[config.mk]
export PLATFORM = sky130hd
export DESIGN_NAME = tmv_ram
export DESIGN_NICKNAME = d
export VERILOG_FILES = /design/src/rtl/core/tmv_ram.sv
export SDC_FILE = /design/constraint.sdc
export NUM_CORES = 1
export LEC_CHECK = 0
export ABC_AREA = 0
export BUFFER_PORTS_ARGS = -buffer_cell sky130_fd_sc_hd__buf_2
export CORE_AREA = 2 2 204 206
export DETAILED_ROUTE_END_ITERATION = 6
export DIE_AREA = 0 0 206 208
export PLACE_DENSITY = 0.78
export REMOVE_ABC_BUFFERS = 1
export SYNTH_ARGS = -nofsm -noshare
export SYNTH_HDL_FRONTEND = slang
export SYNTH_SLANG_ARGS = --single-unit
export TNS_END_PERCENT = 10
[constraint.sdc]
create_clock -name i_clk -period 4.26 [get_ports i_clk]
set_input_delay 0 -clock i_clk [delete_from_list [all_inputs] [get_ports i_clk]]
set_output_delay 0 -clock i_clk [all_outputs]
set_load 0.005 [all_outputs]
[src/rtl/core/tmv_ram.sv]
`timescale 1ns / 1ps

module tmv_ram #(
    parameter int WIDTH = 32,
    parameter int DEPTH = 16,
    parameter int AW    = (DEPTH > 1) ? $clog2(DEPTH) : 1
) (
    input  logic             i_clk,
    input  logic             i_we,
    input  logic [AW-1:0]    i_waddr,
    input  logic [WIDTH-1:0] i_wdata,
    input  logic             i_rd_en,
    input  logic [AW-1:0]    i_raddr,
    output logic [WIDTH-1:0] o_rdata
);

    logic [WIDTH-1:0] r_mem [DEPTH];
    logic [WIDTH-1:0] r_rdata;

    always_ff @(posedge i_clk) begin
        if (i_we) begin
            r_mem[i_waddr] <= i_wdata;
        end
        if (i_rd_en) begin
            r_rdata <= r_mem[i_raddr];
        end
    end

    assign o_rdata = r_rdata;

endmodule

==> flow_summary_export.csv, run 1 <==
group,metric,value,unit
run_status,status,"completed",
global_routing,grt_pass1_vias,9855,
worst_setup_path,critical_path.top_delay_family,"simple AND/OR/NAND/NOR gates",
final_layout,fin_area,23200,um2
clock_network,ctsHoldBuffers,34,
clock_network,cts_sinks,544,
global_routing,antenna_found_initial,1,
clock_network,path_clk_slew,60,ps
clock_network,cts_setup_buffers,0,
clock_network,cts_max_level,2,
logic_synthesis,yosys_warnings,0,
logic_synthesis,synth-edff-count,544,
worst_setup_path,crit_arrival,2320,ps
worst_setup_path,cpMaxStageDelayCell,"nor2_4",
routing,vias,9480,
final_layout,n_antenna_cell,0,
placed_design,gp_congestion,0.736,
placed_design,io_buffers,74,
routing,vias_per_cell,6.11,
global_routing,grt_pass1_wl,64.3,mm
timing,max_slew_margin,14.6,%
logic_synthesis,syn_area,20200,um2
final_layout,drive_above_1_share,30.8,%
worst_setup_path,end_kind,"register",
floorplanning,io_pins,75,
logic_synthesis,async_reset_ff_share,0,%
floorplanning,core_area,40600,um2
power_and_ir_drop,power.static_leakage,7.42,nW
routing,wl_per_cell,28.1,um
routing,first_iter_violations,1228,
clock_network,cts_buffer_depth,3,
logic_synthesis,synth_cells,838,
logic_synthesis,avgSynthCellArea,24.1,um2
logic_synthesis,synth_flop_cell,"edfxtp_1",
timing,min_period,2070,ps
timing,finalSetupViolations,0,
hold_path,hold_class,"input pin to register",
worst_setup_path,cp_num_buf_inv,3,
clock_network,ctsResizeCount,0,
routing,wl,43.7,mm
timing,fin_crit_sh,48.6,%
floorplanning,die_height,208,um
worst_setup_path,start_kind,"input pin",
global_routing,grt_max_degree,67,
power_and_ir_drop,power_density,468,nW/um2
timing,tns,0,ps
clock_network,root_buffer,"clkbuf_16",
floorplanning,num_rows,74,
final_layout,fin_nets,1025,
floorplanning,start_util,49.7,%
clock_network,cts_made_buffers,51,
worst_setup_path,required,4510,ps
final_layout,syn_to_final_growth,15.2,%
clock_network,insertion_delay,570,ps
worst_setup_path,reg2reg_setup_slack,2710,ps
placed_design,place_hpwl,21.7,mm
run,maxCapViolations,0,
routing,drt-pass1-iter-count,5,
timing,drv_slew,0,
worst_setup_path,crit_path_max_fanout,23,
routing,drc,0,
timing,clock.fmax,0.483,GHz
logic_synthesis,ys_seq_elements,544,
placed_design,place_area,21400,um2
power_and_ir_drop,vdd_drop_max,319,uV
global_routing,overflow,0,
clock_network,cts_tree,"yes",
floorplanning,fp.dieArea,42800,um2
floorplanning,die_w,206,um
worst_setup_path,worstPathCellList,"dlygate4sd3_1 > buf_2 > nand2_1 > nor2_4 > buf_4",
timing,rsz0062_at_grt,"no",
logic_synthesis,synth.distinct_cells,17,
timing,hold_viol,0,
worst_setup_path,critPathKind,"input pin to register",
timing,tightest_slew,1270,ps
global_routing,grt_usage,20.8,%
logic_synthesis,ys_seq_area_share,81.0,%
timing,finClkSkew,14.8,ps
worst_setup_path,max_stage_delay,950,ps
routing,postRouteAntennaNets,0,
where the power goes:
group          internal, mW  leakage [nW]  total, mW  switching [mW]
sequential             6.03          4.94       6.07          0.0378
combinational         0.226          1.72      0.534           0.308
clock                  2.40         0.751       4.26            1.86
total                  8.65          7.42       10.9            2.21
state kept, by name, summed over array words and instances, names as in the netlist:
signal,flops
o_rdata,32
r_mem,512
layout make-up:
type / instances / area, um2
Clock inverter: 20 / 146
Clock buffer: 71 / 1390
Multi-Input combinational cell: 251 / 3750
Timing Repair Buffer: 134 / 942
Sequential cell: 544 / 16300
Fill cell: 2824 / 17300
Tap cell: 532 / 666
Yosys cell counts, drive strengths merged (2+ instances only):
cell type    n  area share [%]
nand3b       2           0.074
nor2        13            0.24
edfxtp     544              81
nor2b        2           0.062
nor3         4           0.099
mux4       128              14
nand2       33            0.61
buf         26            0.79
nand2b       2           0.062
a22oi       64             2.4
clkbuf      17            0.32
through the flow:
stage | setup slack [ps] | total power [mW] | instances | hold WS [ps] | utilization (%)
after global routing | 2090 | 11.2 | 1552 | 45.1 | 57.3
final | 2190 | 10.9 | 1552 | 27.5 | 57.3
after floorplan | 1080 | 6.40 | 795 | 98.9 | -
after global placement | 1890 | 6.67 | 1427 | 367 | 52.7
after detailed placement | 1850 | 6.69 | 1427 | 382 | 52.7
after CTS | 2210 | 10.9 | 1552 | 2.38 | 57.3
routing by layer:
metal,track usage (%),share of wire [%]
met1,29.8,39
met5,0,0.025
met4,5.84,2.3
met2,32.9,50
met3,4.21,9.2
logic make-up (layout without fill, tap and decap cells):
family	Yosys count	in the layout	synth area share, %
mux	128	128	14.3
simple gates	59	59	1.25
flops	544	544	81.0
compound gates	64	64	2.38
buf+inv	43	225	1.10
final timing paths:
| check | to | cells after the start | from |
|---|---|---|---|
| min reg2reg | o_rdata[22] | 3 | r_mem[14][22] |
| max reg2reg | o_rdata[18] | 3 | r_mem[2][18] |
| max | r_mem[15][27] | 5 | i_waddr[1] |
| min | r_mem[0][16] | 2 | i_waddr[0] |
placed cells by master (no fill, tap or decap), drive strengths merged:
cell,instances
buf,99
nand3,1
nor2b,2
clkinv,17
a22oi,64
clkinvlp,1
and2,1
edfxtp,544
nand2b,2
nor3,4
nand2,33
or3b,1
nor2,13
clkbuf,72
bufinv,2
mux4,128
nand3b,2
dlygate4sd3,34
No activity file was read; power rests on OpenSTA's default activity.
==> run 2, diff against run 1 <==
==> constraint.sdc (replaced) <==
create_clock -name i_clk -period 2 [get_ports i_clk]
set_input_delay 0 -clock i_clk [delete_from_list [all_inputs] [get_ports i_clk]]
set_output_delay 0 -clock i_clk [all_outputs]
set_load 0.005 [all_outputs]
==> flow_summary_export.csv, run 2 (synthesis gave the netlist of run 1 again) <==
group,metric,value,unit
timing,worst_slack,498,ps
final_layout,drive_above_1_share,32.1,%
timing,rsz0062_at_grt,"no",
clock_network,cts_sinks,544,
routing,wl,43.5,mm
final_layout,final_common_cell,"edfxtp_1",
worst_setup_path,crit_arrival,1820,ps
routing,drt-pass1-iter-count,5,
floorplanning,num_rows,74,
clock_network,ctsHoldBuffers,33,
timing,clock.fmax,0.666,GHz
clock_network,cts_made_buffers,52,
power_and_ir_drop,p_int,19.1,mW
placed_design,io_buffers,74,
timing,finalSetupViolations,0,
final_layout,largest_register_ffs,512,
placed_design,place_hpwl,21.4,mm
timing,fin_crit_sh,75.1,%
final_layout,seq_area,16300,um2
floorplanning,core_area,40600,um2
power_and_ir_drop,power_density,1010,nW/um2
routing,postRouteAntennaNets,0,
routing,met2_length,21.5,mm
placed_design,place_area,21800,um2
clock_network,cts_tree,"yes",
routing,wl_per_cell,27.7,um
worst_setup_path,required,2310,ps
clock_network,cts_setup_buffers,0,
routing,routed.top_layer,"met5",
run_status,status,"completed",
power_and_ir_drop,design_power_total,23.9,mW
final_layout,final_cells,1568,
timing,hold_ws,73.5,ps
clock_network,root_buffer,"clkbuf_16",
run,maxCapViolations,0,
placed_design,pre_cts_ws,298,ps
power_and_ir_drop,power.static_leakage,7.63,nW
timing,min_period,1500,ps
global_routing,grt_usage,20.8,%
routing,first_iter_violations,1150,
final_layout,fin_nets,1036,
final_layout,multi_input_area,3750,um2
placed_design,gp_congestion,0.708,
timing,drv_slew,0,
placed_design,place_inst,1438,
routing,vias,9515,
routing,m1WireLength,17.2,mm
floorplanning,fp.dieArea,42800,um2
power_and_ir_drop,switching_share,20.1,%
global_routing,grt_pass1_wl,64.2,mm
power_and_ir_drop,vdd_drop_max,655,uV
final_layout,mostFrequentLayoutCells,"544 x edfxtp_1, 128 x mux4_2, 72 x buf_2",
floorplanning,start_util,49.7,%
final_layout,regMostFlops,"r_mem",
power_and_ir_drop,p_comb_share,5.0,%
floorplanning,io_pins,75,
timing,max_slew_margin,29.8,%
global_routing,grt_pass1_vias,9958,
final_layout,n_fill_cell,2804,
clock_network,path_clk_slew,60,ps
worst_setup_path,critPathKind,"register to register",
power_and_ir_drop,seqPwrFrac,54.0,%
worst_setup_path,end_kind,"register",
clock_network,insertion_delay,570,ps
clock_network,cts_max_level,2,
floorplanning,die_w,206,um
clock_network,cts_buffer_depth,3,
clock_network,ctsResizeCount,0,
power_and_ir_drop,p_switching,4.81,mW
worst_setup_path,start_kind,"register",
hold_path,hold_class,"input pin to register",
final_layout,fin_area,23800,um2
power_and_ir_drop,clkPwrFrac,41.0,%
routing,met3_wirelength,3.72,mm
timing,tightest_slew,1050,ps
timing,hold_viol,0,
final_layout,syn_to_final_growth,18.0,%
worst_setup_path,crit_path_max_fanout,1,
routing,drc,0,
timing,finClkSkew,12.3,ps
floorplanning,die_height,208,um
routing,vias_per_cell,6.07,
global_routing,grt_max_degree,67,
global_routing,overflow,0,
global_routing,antenna_found_initial,2,
-- run 2: through the flow --
step	utilization (%)	setup TNS, ps
6_report	58.7	0
5_1_grt	58.7	0
4_1_cts	58.7	0
3_5_place_dp	53.7	0
3_3_place_gp	53.7	0
2_1_floorplan	-	-149300
-- run 2: final timing paths --
check	start	slack, ps	to	cells after the start
hold reg to reg	r_mem[14][10]	750	o_rdata[10]	3
setup reg to reg	r_mem[3][29]	500	o_rdata[29]	3
hold / removal	i_raddr[0]	70	o_rdata[12]	4
setup / recovery	r_mem[3][29]	500	o_rdata[29]	3
-- run 2: power groups by stage --
stage	Sequential, mW	Clock, mW	Combinational, mW
floorplan	13.1	0	0.492
global placement	13.1	0	1.11
detailed placement	13.2	0	1.14
CTS	12.9	9.94	1.21
global route	12.9	10.4	1.29
finish	12.9	9.83	1.19
-- run 2: area by class of cell --
cell class                 count  area share (%)
multi-input combinational    251            15.8
sequential                   544            68.6
timing repair buffer         144            5.68
clock inverter                32            1.40
tap                          532            2.80
clock buffer                  64            5.74
antenna                        1          0.0105
-- run 2: worst max-delay path, stage by stage, from the launching register on --
cell and delay [ps]:
edfxtp_1 380, mux4_2 490, a22oi_1 270, nand2_1 110
-- run 2: metal layers --
layer	track usage (%)	vias to the layer above
li1	-	3914
met1	29.6	5006
met2	33.1	517
met3	3.70	76
met4	6.28	2
met5	0	-
