### src/rtl/core/tmv_pkg.sv
`timescale 1ns / 1ps

package tmv_pkg;

    localparam int DEF_MAX_ROWS  = 16;
    localparam int DEF_MAX_COLS  = 16;
    localparam int DEF_FRAC_BITS = 16;

    localparam int RESULT_LIMIT = 16;
    localparam int DATA_W       = 32;
    localparam int IDX_W        = 4;
    localparam int CNT_W        = 5;
    localparam int OP_W         = 2;
    localparam int CFG_IDX_W    = 1;

    localparam logic [CNT_W-1:0] COUNT_RESET = CNT_W'(16);

    localparam logic [OP_W-1:0] OP_WRITE_WEIGHT = 2'd0;
    localparam logic [OP_W-1:0] OP_WRITE_ERROR  = 2'd1;
    localparam logic [OP_W-1:0] OP_COMPUTE      = 2'd2;

    localparam logic [CFG_IDX_W-1:0] REG_ACTIVE_ROWS = 1'b0;
    localparam logic [CFG_IDX_W-1:0] REG_ACTIVE_COLS = 1'b1;

    typedef enum logic {
        SEQ_IDLE,
        SEQ_RUN
    } t_seq_state;

    typedef struct packed {
        logic             valid;
        logic             zero;
        logic             first;
        logic             last_row;
        logic [IDX_W-1:0] col;
        logic             last_col;
    } t_issue;

endpackage

### src/rtl/core/tmv_mac.sv
`timescale 1ns / 1ps

module tmv_mac #(
    parameter int MAX_ROWS  = tmv_pkg::DEF_MAX_ROWS,
    parameter int FRAC_BITS = tmv_pkg::DEF_FRAC_BITS
) (
    input  logic                              i_clk,
    input  logic                              i_rst_n,
    input  tmv_pkg::t_issue                   i_issue,
    input  logic [tmv_pkg::DATA_W-1:0]        i_err_data,
    input  logic [tmv_pkg::DATA_W-1:0]        i_w_data,
    input  logic                              i_out_ready,
    output logic                              o_stall,
    output logic                              o_busy,
    output logic                              o_out_valid,
    output logic [tmv_pkg::IDX_W-1:0]         o_hidden_index,
    output logic signed [tmv_pkg::DATA_W-1:0] o_hidden_error,
    output logic                              o_last
);

    localparam int PROD_W = 2 * tmv_pkg::DATA_W;
    localparam int ACC_W  = PROD_W + ((MAX_ROWS > 1) ? $clog2(MAX_ROWS) : 0) + 1;

    tmv_pkg::t_issue                   r_s1;
    tmv_pkg::t_issue                   r_s2;
    logic signed [PROD_W-1:0]          r_prod;
    logic signed [ACC_W-1:0]           r_acc;
    logic                              r_s3_done;
    logic [tmv_pkg::IDX_W-1:0]         r_s3_col;
    logic                              r_s3_last;
    logic                              r_out_valid;
    logic [tmv_pkg::IDX_W-1:0]         r_out_index;
    logic signed [tmv_pkg::DATA_W-1:0] r_out_error;
    logic                              r_out_last;

    logic signed [ACC_W-1:0]           acc_base;
    logic signed [ACC_W-1:0]           shifted;
    logic                              fits;
    logic signed [tmv_pkg::DATA_W-1:0] sat_value;

    assign o_stall = r_out_valid && !i_out_ready;

    always_comb begin
        acc_base = r_s2.first ? '0 : r_acc;
        shifted  = r_acc >>> FRAC_BITS;
        fits     = (&shifted[ACC_W-1:tmv_pkg::DATA_W-1]) ||
                   !(|shifted[ACC_W-1:tmv_pkg::DATA_W-1]);
        if (fits) begin
            sat_value = shifted[tmv_pkg::DATA_W-1:0];
        end else if (r_acc[ACC_W-1]) begin
            sat_value = {1'b1, {(tmv_pkg::DATA_W-1){1'b0}}};
        end else begin
            sat_value = {1'b0, {(tmv_pkg::DATA_W-1){1'b1}}};
        end
    end

    always_ff @(posedge i_clk) begin
        if (!i_rst_n) begin
            r_s1.valid  <= 1'b0;
            r_s2.valid  <= 1'b0;
            r_s3_done   <= 1'b0;
            r_out_valid <= 1'b0;
        end else begin
            if (!o_stall) begin
                r_s1.valid <= i_issue.valid;
                r_s2.valid <= r_s1.valid;
                r_s3_done  <= r_s2.valid && r_s2.last_row;
            end
            if (!r_out_valid || i_out_ready) begin
                r_out_valid <= r_s3_done;
            end
        end
        if (!o_stall) begin
            r_s1.zero     <= i_issue.zero;
            r_s1.first    <= i_issue.first;
            r_s1.last_row <= i_issue.last_row;
            r_s1.col      <= i_issue.col;
            r_s1.last_col <= i_issue.last_col;
            r_s2.zero     <= r_s1.zero;
            r_s2.first    <= r_s1.first;
            r_s2.last_row <= r_s1.last_row;
            r_s2.col      <= r_s1.col;
            r_s2.last_col <= r_s1.last_col;
            if (r_s1.zero) begin
                r_prod <= '0;
            end else begin
                r_prod <= $signed(i_err_data) * $signed(i_w_data);
            end
            if (r_s2.valid) begin
                r_acc     <= acc_base + ACC_W'(r_prod);
                r_s3_col  <= r_s2.col;
                r_s3_last <= r_s2.last_col;
            end
        end
        if (!r_out_valid || i_out_ready) begin
            r_out_index <= r_s3_col;
            r_out_error <= sat_value;
            r_out_last  <= r_s3_last;
        end
    end

    assign o_busy         = r_s1.valid || r_s2.valid || r_s3_done;
    assign o_out_valid    = r_out_valid;
    assign o_hidden_index = r_out_index;
    assign o_hidden_error = r_out_error;
    assign o_last         = r_out_last;

    a_acc_hold: assert property (@(posedge i_clk) disable iff (!i_rst_n)
        o_stall |=> $stable(r_acc))
        else $error("accumulator changed while the pipeline was stalled");

    a_done_hold: assert property (@(posedge i_clk) disable iff (!i_rst_n)
        (o_stall && r_s3_done) |=> r_s3_done)
        else $error("finished sum was dropped while the output was full");

    a_advance: assert property (@(posedge i_clk) disable iff (!i_rst_n)
        (!o_stall && r_s1.valid) |=> r_s2.valid)
        else $error("product stage lost a beat");

endmodule

### config.mk
export PLATFORM = sky130hd
export DESIGN_NAME = tmv_mac
export DESIGN_NICKNAME = d
export VERILOG_FILES = /design/src/rtl/core/tmv_pkg.sv /design/src/rtl/core/tmv_mac.sv
export SDC_FILE = /design/constraint.sdc
export NUM_CORES = 2
export LEC_CHECK = 0
export BUFFER_PORTS_ARGS = -buffer_cell sky130_fd_sc_hd__clkbuf_2
export CORE_ASPECT_RATIO = 1.4
export CORE_MARGIN = 2
export CORE_UTILIZATION = 50
export CTS_CLUSTER_SIZE = 8
export DETAILED_ROUTE_END_ITERATION = 7
export PLACE_DENSITY = 0.73
export REMOVE_ABC_BUFFERS = 1
export SKIP_LAST_GASP = 1
export SLEW_MARGIN = 20
export SYNTH_ARGS = -nofsm -noshare
export SYNTH_HDL_FRONTEND = slang
export SYNTH_SLANG_ARGS = --single-unit
### constraint.sdc
create_clock -name i_clk -period 7.29 [get_ports i_clk]
set_input_delay 0.3645 -clock i_clk [delete_from_list [all_inputs] [get_ports i_clk]]
set_output_delay 0.3645 -clock i_clk [all_outputs]
set_load 0.1 [all_outputs]
==> results.cfg <==
[critical_path]
crit_type = input port to flip-flop
arrival_ns = 7.43
slowest_stage = fa_2
r2r_cells = 14
timing.rr.start = r_s2[6]
end_kind = flip-flop
rrSetupSlack_ns = 3.00
critPathMaxFanout = 8
timing.rr.end = r_acc[66]
timing.critical_path.from = i_w_data[5]
crit_path_frequent_cell = fa_1
cp.required_ns = 7.50
max_stage_delay_ns = 0.58
worst_setup_path_start_kind = input port

[job]
drv_cap = 0

[placement]
gp_congestion = 0.948
dp.final_hpwl_um = 107000
io_buffers = 115
place_area_um2 = 52800

[final_layout]
nets = 6717
final_core_util_pct = 57.8
drive_above_1_share_pct = 14.5
synthToLayoutAreaGrowth_pct = 14.4
nFillCells = 7884
final_cell_area_um2 = 54400

[clocking]
path_clk_slew_ns = 0.08
clkLatencyLatePin_ns = 0.46
htreeDepth = 4
cts_root_buf = clkbuf_16
cts_tree = built
clkSinkCount = 194
cts_made_buffers = 17
clk_path_buf_depth = 2

[die]
die-area_um2 = 97600
die_x_um = 265
start_util_pct = 50.6
coreArea_um2 = 94000
num_rows = 133
pin_count = 116
fp.dieH_um = 369

[drt]
drt-pass1-iter-count = 5
wl_um = 125000
dr.first_iter.drc_count = 1899
ant_nets = 0
viasPerCell = 5.43
drc = 0
vias = 35500
wl_per_cell_um = 19.1

[timing]
setup_viol = 0
rsz0062_at_grt = true
timing.final.crit_period_ns = 7.22
hold_violations = 0
finalCritPeriodShare_pct = 99.1
maxSlewHeadroom_pct = 35.4
fin_skew_ns = 0.0141
drv_slew = 0
clock.fmax_mhz = 138
worst_slew_pin_slew_ns = 0.969

[logic_synthesis]
synth-seq-cells = 194
synth-xor-area-share_pct = 2.06
syn_inst = 4947
yosysSeqAreaShare_pct = 12.2
yosys.area_share.adder_pct = 52.2
netlist_area_um2 = 47600
synth_top_family_by_area = adder cells
synth-edff-count = 190
ys.flop_type = edfxtp_1
yosys_warnings = 0
synth_compound_area_share_pct = 7.31
synth.avg_cell_area_um2 = 9.61
yosys.area_share.simple_pct = 16.1
synthMuxAreaShare_pct = 0.142
async_flop_share_pct = 0
synth_cell_types = 78

[global_route]
grt_use_total_pct = 26.4
antenna_found_initial = 4
grt-ovfl-total = 0
grt_pass1_vias = 40100
grt_pass1_wl_um = 203000
grt_max_degree = 70

[hold_path]
min_from = i_issue[4]
min_to = r_s1[4]
holdPathStages = 1
hp-class = input port to flip-flop

[outcome]
status = completed
[synthesized netlist by cell type, types with 6 or more instances]
cell type / n / area share, %
nor4_1: 13 / 0.17
nand2_1: 587 / 4.6
and2_1: 528 / 6.9
clkbuf_1: 243 / 1.9
xnor2_1: 66 / 1.2
and3_1: 22 / 0.29
ha_1: 252 / 6.6
a211o_1: 6 / 0.11
o21bai_1: 21 / 0.33
o21ai_1: 10 / 0.11
nor2_1: 140 / 1.1
a21o_1: 110 / 1.7
nand4_1: 33 / 0.43
buf_2: 11 / 0.12
o31ai_1: 8 / 0.13
fa_1: 1083 / 46
inv_1: 1006 / 7.9
xor2_1: 46 / 0.85
or3_1: 7 / 0.092
a21boi_0: 11 / 0.17
a21oi_1: 137 / 1.4
o21a_1: 20 / 0.32
o211ai_1: 18 / 0.28
nor2b_1: 89 / 1.2
o21ai_0: 65 / 0.68
a211oi_1: 14 / 0.22
edfxtp_1: 190 / 12
nand2b_1: 16 / 0.21
nor3_1: 31 / 0.33
nand3_1: 33 / 0.35
a31oi_1: 26 / 0.34
[cells by family after synthesis]
group	Yosys count
xor+xnor	112
compound gates	515
simple gates	1521
flops	194
buf+inv	1264
fa+ha+maj	1335
mux	6
[cell usage in the layout (no fill, tap or decap), types with 14 or more instances in the layout]
cell type	synthesis	layout
ha_4	0	18
a211oi_1	14	14
nand3_1	33	32
o21ai_0	65	57
o211ai_1	18	18
o21bai_1	21	21
clkbuf_16	0	22
o21a_1	20	20
a21oi_1	137	130
nor3_1	31	28
nor2b_1	89	89
a21o_1	110	110
and2_1	528	522
nand2b_1	16	15
inv_2	0	14
fa_2	0	28
buf_4	1	421
buf_6	0	15
nor2_1	140	133
clkbuf_2	0	88
xor2_1	46	46
and3_1	22	22
inv_1	1006	992
a31oi_1	26	24
nand4_1	33	33
nand2_1	587	581
xnor2_1	66	66
edfxtp_1	190	190
fa_1	1083	1055
buf_12	0	52
ha_1	252	233
[worst max-delay path: cells and delay by family]
| family | cells | cell delay [ns] |
|---|---|---|
| mux | 1 | 0.35 |
| buf+inv | 9 | 0.95 |
| simple gates | 5 | 0.66 |
| compound gates | 3 | 0.77 |
| fa+ha+maj | 9 | 4.30 |
[cell type report]
class                      instances  area, um^2  share of cell area [%]
multi-input combinational       3489       37600                    69.1
inverter                        1006        3780                    6.94
antenna                            3        7.51                  0.0138
sequential                       194        5790                    10.6
clock buffer                      17         425                   0.782
timing repair buffer             598        5100                    9.39
clock inverter                    15         164                   0.301
tap                             1215        1520                    2.80
[per-stage QoR]
step / std cells / TNS (ns) / setup slack, ns / hold slack, ns
floorplan: 4689 / -2.25 / -0.395 / 0.400
global placement: 6487 / -14.27 / -0.730 / 0.401
detailed placement: 6487 / -17.14 / -0.851 / 0.405
CTS: 6521 / -0.00341 / -0.00341 / 0.0639
global route: 6537 / -0.864 / -0.189 / 0.0696
finish: 6537 / 0 / 0.0692 / 0.0806
[repair_timing]
action	4_1_cts	5_1_grt
buffers inserted	2	8
hold buffers	0	0
gates resized for setup	57	149
pin swaps	28	75
setup endpoints to repair	20	24
cloned	0	5
[worst max path at each step]
stage,end,slack (ns),depth (start not counted)
floorplan,r_prod[55],-0.39,21
global placement,r_prod[63],-0.73,26
detailed placement,r_prod[63],-0.85,27
CTS,r_prod[56],-0.003,25
global route,r_prod[56],-0.19,26
finish,r_prod[56],0.07,27
[layer usage]
metal,share of wire [%],track usage (%),vias to the layer above
met5,0,0,-
met1,35,28.2,18100
li1,-,-,15800
met3,3.9,2.30,484
met2,54,49.9,1132
met4,7.4,16.8,0
[state kept, by name, indices dropped and copies added, names as in the netlist]
name / cells
o_hidden_error: 32
r_s3_col: 4
r_s3_last: 1
r_prod: 64
o_last: 1
r_acc: 69
r_s2: 8
r_s3_done: 1
o_out_valid: 1
r_s1: 9
o_hidden_index: 4
Power is not shown: default switching activity piles up to over one toggle a cycle in this logic, so the estimate is an artifact.
