**config.mk**
```make
export PLATFORM = sky130hd
export DESIGN_NAME = tmv_seq
export DESIGN_NICKNAME = d
export VERILOG_FILES = /design/src/rtl/core/tmv_pkg.sv /design/src/rtl/core/tmv_seq.sv
export SDC_FILE = /design/constraint.sdc
export NUM_CORES = 1
export LEC_CHECK = 0
export BUFFER_PORTS_ARGS = -buffer_cell sky130_fd_sc_hd__buf_2
export CAP_MARGIN = 20
export CORE_UTILIZATION = 55
export CTS_CLUSTER_DIAMETER = 120
export CTS_CLUSTER_SIZE = 20
export DETAILED_ROUTE_END_ITERATION = 10
export PLACE_DENSITY = 0.94
export SYNTH_ARGS = -nofsm -noshare
export SYNTH_HDL_FRONTEND = slang
export SYNTH_SLANG_ARGS = --single-unit
```
**constraint.sdc**
```tcl
create_clock -name i_clk -period 3.2 [get_ports i_clk]
set_input_delay 0.48 -clock i_clk [delete_from_list [all_inputs] [get_ports i_clk]]
set_output_delay 0.48 -clock i_clk [all_outputs]
set_load 0.005 [all_outputs]
```
**src/rtl/core/tmv_pkg.sv**
```systemverilog
`timescale 1ns / 1ps

package tmv_pkg;

    localparam int DEF_MAX_ROWS  = 16;
    localparam int DEF_MAX_COLS  = 16;
    localparam int DEF_FRAC_BITS = 16;

    localparam int RESULT_LIMIT = 16;
    localparam int DATA_W       = 32;
    localparam int IDX_W        = 4;
    localparam int CNT_W        = 5;
    localparam int OP_W         = 2;
    localparam int CFG_IDX_W    = 1;

    localparam logic [CNT_W-1:0] COUNT_RESET = CNT_W'(16);

    localparam logic [OP_W-1:0] OP_WRITE_WEIGHT = 2'd0;
    localparam logic [OP_W-1:0] OP_WRITE_ERROR  = 2'd1;
    localparam logic [OP_W-1:0] OP_COMPUTE      = 2'd2;

    localparam logic [CFG_IDX_W-1:0] REG_ACTIVE_ROWS = 1'b0;
    localparam logic [CFG_IDX_W-1:0] REG_ACTIVE_COLS = 1'b1;

    typedef enum logic {
        SEQ_IDLE,
        SEQ_RUN
    } t_seq_state;

    typedef struct packed {
        logic             valid;
        logic             zero;
        logic             first;
        logic             last_row;
        logic [IDX_W-1:0] col;
        logic             last_col;
    } t_issue;

endpackage

```
**src/rtl/core/tmv_seq.sv**
```systemverilog
`timescale 1ns / 1ps

module tmv_seq #(
    parameter int MAX_ROWS = tmv_pkg::DEF_MAX_ROWS,
    parameter int MAX_COLS = tmv_pkg::DEF_MAX_COLS,
    parameter int ROW_W    = (MAX_ROWS > 1) ? $clog2(MAX_ROWS) : 1,
    parameter int WADDR_W  = (MAX_ROWS * MAX_COLS > 1) ? $clog2(MAX_ROWS * MAX_COLS) : 1
) (
    input  logic                       i_clk,
    input  logic                       i_rst_n,
    input  logic                       i_start,
    input  logic [tmv_pkg::CNT_W-1:0]  i_active_rows,
    input  logic [tmv_pkg::CNT_W-1:0]  i_active_cols,
    input  logic                       i_stall,
    output tmv_pkg::t_issue            o_issue,
    output logic                       o_busy,
    output logic [ROW_W-1:0]           o_eaddr,
    output logic [WADDR_W-1:0]         o_waddr
);

    localparam int COL_LIM = (MAX_COLS < tmv_pkg::RESULT_LIMIT) ? MAX_COLS
                                                                : tmv_pkg::RESULT_LIMIT;

    tmv_pkg::t_seq_state          r_state, n_state;
    logic [ROW_W-1:0]             r_row, n_row;
    logic [ROW_W-1:0]             r_row_last, n_row_last;
    logic [tmv_pkg::IDX_W-1:0]    r_col, n_col;
    logic [tmv_pkg::IDX_W-1:0]    r_col_last, n_col_last;
    logic [WADDR_W-1:0]           r_waddr, n_waddr;
    logic                         r_zero, n_zero;
    int                           rows_req;
    int                           cols_req;

    always_ff @(posedge i_clk) begin
        if (!i_rst_n) begin
            r_state <= tmv_pkg::SEQ_IDLE;
        end else begin
            r_state <= n_state;
        end
        r_row      <= n_row;
        r_row_last <= n_row_last;
        r_col      <= n_col;
        r_col_last <= n_col_last;
        r_waddr    <= n_waddr;
        r_zero     <= n_zero;
    end

    always_comb begin
        n_state    = r_state;
        n_row      = r_row;
        n_row_last = r_row_last;
        n_col      = r_col;
        n_col_last = r_col_last;
        n_waddr    = r_waddr;
        n_zero     = r_zero;
        rows_req   = int'(i_active_rows);
        cols_req   = int'(i_active_cols);

        o_issue.valid    = (r_state == tmv_pkg::SEQ_RUN);
        o_issue.zero     = r_zero;
        o_issue.first    = (r_row == '0);
        o_issue.last_row = r_zero || (r_row == r_row_last);
        o_issue.col      = r_col;
        o_issue.last_col = (r_col == r_col_last);

        case (r_state)
            tmv_pkg::SEQ_IDLE: begin
                if (i_start && cols_req != 0) begin
                    n_state = tmv_pkg::SEQ_RUN;
                    n_row   = '0;
                    n_col   = '0;
                    n_waddr = '0;
                    n_zero  = (rows_req == 0);
                    if (rows_req == 0) begin
                        n_row_last = '0;
                    end else if (rows_req > MAX_ROWS) begin
                        n_row_last = ROW_W'(MAX_ROWS - 1);
                    end else begin
                        n_row_last = ROW_W'(rows_req - 1);
                    end
                    if (cols_req > COL_LIM) begin
                        n_col_last = tmv_pkg::IDX_W'(COL_LIM - 1);
                    end else begin
                        n_col_last = tmv_pkg::IDX_W'(cols_req - 1);
                    end
                end
            end
            tmv_pkg::SEQ_RUN: begin
                if (!i_stall) begin
                    if (o_issue.last_row) begin
                        n_row   = '0;
                        n_col   = r_col + tmv_pkg::IDX_W'(1);
                        n_waddr = WADDR_W'(int'(r_col) + 1);
                        if (o_issue.last_col) begin
                            n_state = tmv_pkg::SEQ_IDLE;
                        end
                    end else begin
                        n_row   = r_row + ROW_W'(1);
                        n_waddr = r_waddr + WADDR_W'(MAX_COLS);
                    end
                end
            end
            default: begin
                n_state = tmv_pkg::SEQ_IDLE;
            end
        endcase
    end

    assign o_busy  = (r_state == tmv_pkg::SEQ_RUN);
    assign o_eaddr = r_row;
    assign o_waddr = r_waddr;

    a_row_bound: assert property (@(posedge i_clk) disable iff (!i_rst_n)
        (r_state == tmv_pkg::SEQ_RUN) |-> (r_row <= r_row_last && r_col <= r_col_last))
        else $error("row or column counter ran past its limit");

endmodule

```
==> metrics.txt <==
# TYPE chip_impl_metric gauge
chip_impl_metric{name="ctsLongestPathBuffers",unit=""} 2
chip_impl_metric{name="remaining_overflow_grt",unit=""} 0
chip_impl_metric{name="yosys_warnings",unit=""} 0
chip_impl_metric{name="critPathMaxFanout",unit=""} 11
chip_impl_metric{name="antenna-diode-count",unit=""} 0
chip_impl_metric{name="detailedRoute.firstPassIterationCount",unit=""} 4
chip_impl_info{name="synth_top_cell_by_area",value="sky130_fd_sc_hd__edfxtp_1"} 1
chip_impl_metric{name="floorplan.die.height",unit="um"} 52.3
chip_impl_metric{name="grt_antenna_before_repair",unit=""} 0
chip_impl_metric{name="post_synthesis_area_per_instance",unit="um2"} 11.2
chip_impl_metric{name="number_of_global_route_vias_before_repair",unit=""} 1008
chip_impl_metric{name="design_area",unit="um2"} 1630
chip_impl_info{name="rsz0062_at_grt",value="false"} 1
chip_impl_metric{name="period_share",unit="%"} 65.1
chip_impl_info{name="mostFrequentLayoutCell",value="sky130_fd_sc_hd__buf_2"} 1
chip_impl_info{name="worst-setup-path-type",value="register to output pin"} 1
chip_impl_metric{name="placement_rows",unit=""} 17
chip_impl_metric{name="non_filler_cells_in_the_finished_layout",unit=""} 188
chip_impl_metric{name="dp.cells",unit=""} 184
chip_impl_metric{name="cts_made_buffers",unit=""} 3
chip_impl_metric{name="final-hold-violation-count",unit=""} 0
chip_impl_metric{name="gpl.final_weighted_congestion",unit=""} 0.742
chip_impl_metric{name="achievable-frequency",unit="MHz"} 480
chip_impl_metric{name="initial_core_util",unit="%"} 60.5
chip_impl_metric{name="drv_cap",unit=""} 0
chip_impl_metric{name="num_vias",unit=""} 1058
chip_impl_metric{name="clkSlewWorstSetupHoldPaths",unit="ns"} 0.15
chip_impl_metric{name="top_level_ports",unit=""} 36
chip_impl_metric{name="arrival",unit="ns"} 1.60
chip_impl_metric{name="dp_hpwl",unit="mm"} 2.12
chip_impl_metric{name="final_layout_size_suffix_gt1_share",unit="%"} 25.6
chip_impl_metric{name="die_area",unit="um2"} 2730
chip_impl_metric{name="cell_area_reported_after_detailed_placement",unit="um2"} 1570
chip_impl_metric{name="timing.critical_path.required",unit="ns"} 2.72
chip_impl_info{name="hp-class",value="input pin to register"} 1
chip_impl_metric{name="final_net_count",unit=""} 182
chip_impl_info{name="critical_path_sink_type",value="output pin"} 1
chip_impl_metric{name="synthDominantCellAreaShare",unit="%"} 54.1
chip_impl_metric{name="final.setup.tns",unit="ns"} 0
chip_impl_metric{name="numPortBuffers",unit=""} 35
chip_impl_metric{name="p_leak",unit="uW"} 0.000724
chip_impl_metric{name="final.min_clock_period",unit="ns"} 2.08
chip_impl_metric{name="dr.first_iter.drc_count",unit=""} 38
chip_impl_metric{name="finalCoreUtilization",unit="%"} 70.8
chip_impl_metric{name="final-setup-viol-count",unit=""} 0
chip_impl_metric{name="clock-skew-final",unit="ns"} 0.00918
chip_impl_metric{name="maxSlewViolCount",unit=""} 0
chip_impl_metric{name="post_synth_instance_area",unit="um2"} 1390
chip_impl_info{name="clock_tree_from_tritoncts",value="yes"} 1
chip_impl_metric{name="register_bit_count_reported_by_yosys",unit=""} 26
chip_impl_metric{name="floorplan.core_area",unit="um2"} 2300
chip_impl_metric{name="postCtsSetupRepairBufs",unit=""} 0
chip_impl_metric{name="die_w",unit="um"} 52.3
chip_impl_metric{name="vias_per_cell",unit=""} 5.63
chip_impl_metric{name="max_slew_margin",unit="%"} 74.5
chip_impl_metric{name="grt_max_degree",unit=""} 16
chip_impl_info{name="cp-start-kind",value="register"} 1
chip_impl_metric{name="detail_route.wl_per_cell",unit="um"} 14.7
chip_impl_metric{name="final_ant_viol_nets",unit=""} 0
chip_impl_metric{name="drc",unit=""} 0
chip_impl_metric{name="synth_nets",unit=""} 145
chip_impl_metric{name="cts_sinks",unit=""} 26
chip_impl_info{name="cts.root.buffer_cell",value="sky130_fd_sc_hd__clkbuf_4"} 1
chip_impl_metric{name="postCtsResizedCells",unit=""} 0
chip_impl_metric{name="cts.htree.levels",unit=""} 1
chip_impl_metric{name="synth.distinct_cells",unit=""} 33
chip_impl_metric{name="power.density_cell_area",unit="nW/um2"} 502
chip_impl_metric{name="holdBufCountCts",unit=""} 0
chip_impl_metric{name="wire_length_of_the_first_global_routing_pass",unit="mm"} 4.37
chip_impl_metric{name="seq_area_frac_synth",unit="%"} 55.5
chip_impl_metric{name="aggregate_global_route_resource_usage",unit="%"} 22.9
chip_impl_metric{name="timing_worst_slew_pin_value",unit="ns"} 0.378
chip_impl_info{name="most-common-layout-cells",value="35 x sky130_fd_sc_hd__buf_2, 25 x sky130_fd_sc_hd__edfxtp_1, 15 x sky130_fd_sc_hd__inv_1, 15 x sky130_fd_sc_hd__nor2_1"} 1
chip_impl_metric{name="detail_route.wirelength",unit="mm"} 2.76
chip_impl_metric{name="area.growth.synth_to_final",unit="%"} 17.0
chip_impl_info{name="run_status",value="completed"} 1
chip_impl_metric{name="clock_latency_of_the_later_clocked_register_in_the_worst_skew_pair",unit="ns"} 0.33
chip_impl_info{name="synth_top_cells_by_area",value="sky130_fd_sc_hd__edfxtp_1 54%, sky130_fd_sc_hd__ha_1 6.3%, sky130_fd_sc_hd__xor2_1 5.0%"} 1
chip_impl_metric{name="ir_drop",unit="uV"} 344
chip_impl_metric{name="postSynthCellCount",unit=""} 124
final timing paths:
check	from	end	slack (ns)	cells past startpoint
worst min register to register	o_waddr[1]$_SDFFCE_PN0P_	o_waddr[1]$_SDFFCE_PN0P_	0.64	2
worst min-delay path	i_rst_n	o_busy$_SDFF_PN0_	0.34	2
worst max-delay path	o_eaddr[1]$_SDFFCE_PP0P_	o_issue[5]	1.12	3
worst max register to register	o_eaddr[1]$_SDFFCE_PP0P_	r_col[2]$_SDFFCE_PN0P_	1.24	4
stage by stage:
| stage | setup slack, ns | power (uW) | hold slack [ns] |
|---|---|---|---|
| 4_1_cts | 1.11 | 817 | 0.346 |
| 3_5_place_dp | 1.13 | 594 | 0.616 |
| 6_report | 1.12 | 817 | 0.343 |
| 2_1_floorplan | 1.01 | 534 | 0.589 |
| 5_1_grt | 0.985 | 854 | 0.342 |
| 3_3_place_gp | 1.19 | 582 | 0.592 |
cells in the mapped netlist:
cell,instances
sky130_fd_sc_hd__edfxtp_1,25
sky130_fd_sc_hd__inv_1,15
sky130_fd_sc_hd__nor2_1,15
sky130_fd_sc_hd__nand2_1,8
sky130_fd_sc_hd__xor2_1,8
sky130_fd_sc_hd__ha_1,7
sky130_fd_sc_hd__a21oi_1,6
sky130_fd_sc_hd__xnor2_1,6
sky130_fd_sc_hd__nand3_1,4
sky130_fd_sc_hd__buf_4,3
sky130_fd_sc_hd__o21ai_0,3
sky130_fd_sc_hd__a211oi_1,2
sky130_fd_sc_hd__nand2b_1,2
sky130_fd_sc_hd__a211o_1,1
sky130_fd_sc_hd__a22oi_1,1
sky130_fd_sc_hd__a31oi_1,1
sky130_fd_sc_hd__a41o_1,1
sky130_fd_sc_hd__and2_4,1
sky130_fd_sc_hd__buf_6,1
sky130_fd_sc_hd__dfxtp_1,1
sky130_fd_sc_hd__mux2i_1,1
sky130_fd_sc_hd__nand4_1,1
sky130_fd_sc_hd__nor2b_1,1
sky130_fd_sc_hd__nor3_1,1
sky130_fd_sc_hd__nor3b_1,1
sky130_fd_sc_hd__nor4_1,1
sky130_fd_sc_hd__o21a_1,1
sky130_fd_sc_hd__o221ai_1,1
sky130_fd_sc_hd__o311ai_0,1
sky130_fd_sc_hd__o32a_1,1
sky130_fd_sc_hd__o41ai_1,1
sky130_fd_sc_hd__or2_0,1
sky130_fd_sc_hd__or2_1,1
flip-flops by register name, indices dropped and copies added, names as in the netlist:
register and cells:
o_waddr 8, o_eaddr 4, r_col 4, r_col_last 4
r_row_last 4, o_busy 1, r_zero 1
report_power, final:
part	internal [uW]	switching (uW)
Clock	127	103
Combinational	65.3	78.2
Sequential	414	29.4
metal layers:
layer / up-vias / global-route usage, % / routed length [um]
met5: - / 0 / 0
met4: 0 / 13.6 / 74
met3: 6 / 2.90 / 149
met2: 43 / 41.0 / 1460
met1: 506 / 25.8 / 1070
li1: 503 / - / -
cells by family after synthesis:
| family | synth area share, % |
|---|---|
| compound gates | 9.82 |
| xor+xnor | 8.83 |
| fa+ha+maj | 6.31 |
| buf+inv | 6.49 |
| flops | 55.5 |
| mux | 0.721 |
| simple gates | 12.3 |
cell type report:
type / instances / area (um2)
Sequential cell: 26 / 771
Multi-Input combinational cell: 79 / 528
Fill cell: 164 / 672
Clock buffer: 3 / 22.5
Tap cell: 28 / 35.0
Timing Repair Buffer: 36 / 183
Inverter: 15 / 56.3
Clock inverter: 1 / 30.0
critical path, cell delays in order (launching register included):
cell,delay [ns]
sky130_fd_sc_hd__edfxtp_1,0.50
sky130_fd_sc_hd__xnor2_1,0.19
sky130_fd_sc_hd__a41o_1,0.40
sky130_fd_sc_hd__buf_2,0.18
No activity file was read; power rests on OpenSTA's default activity.
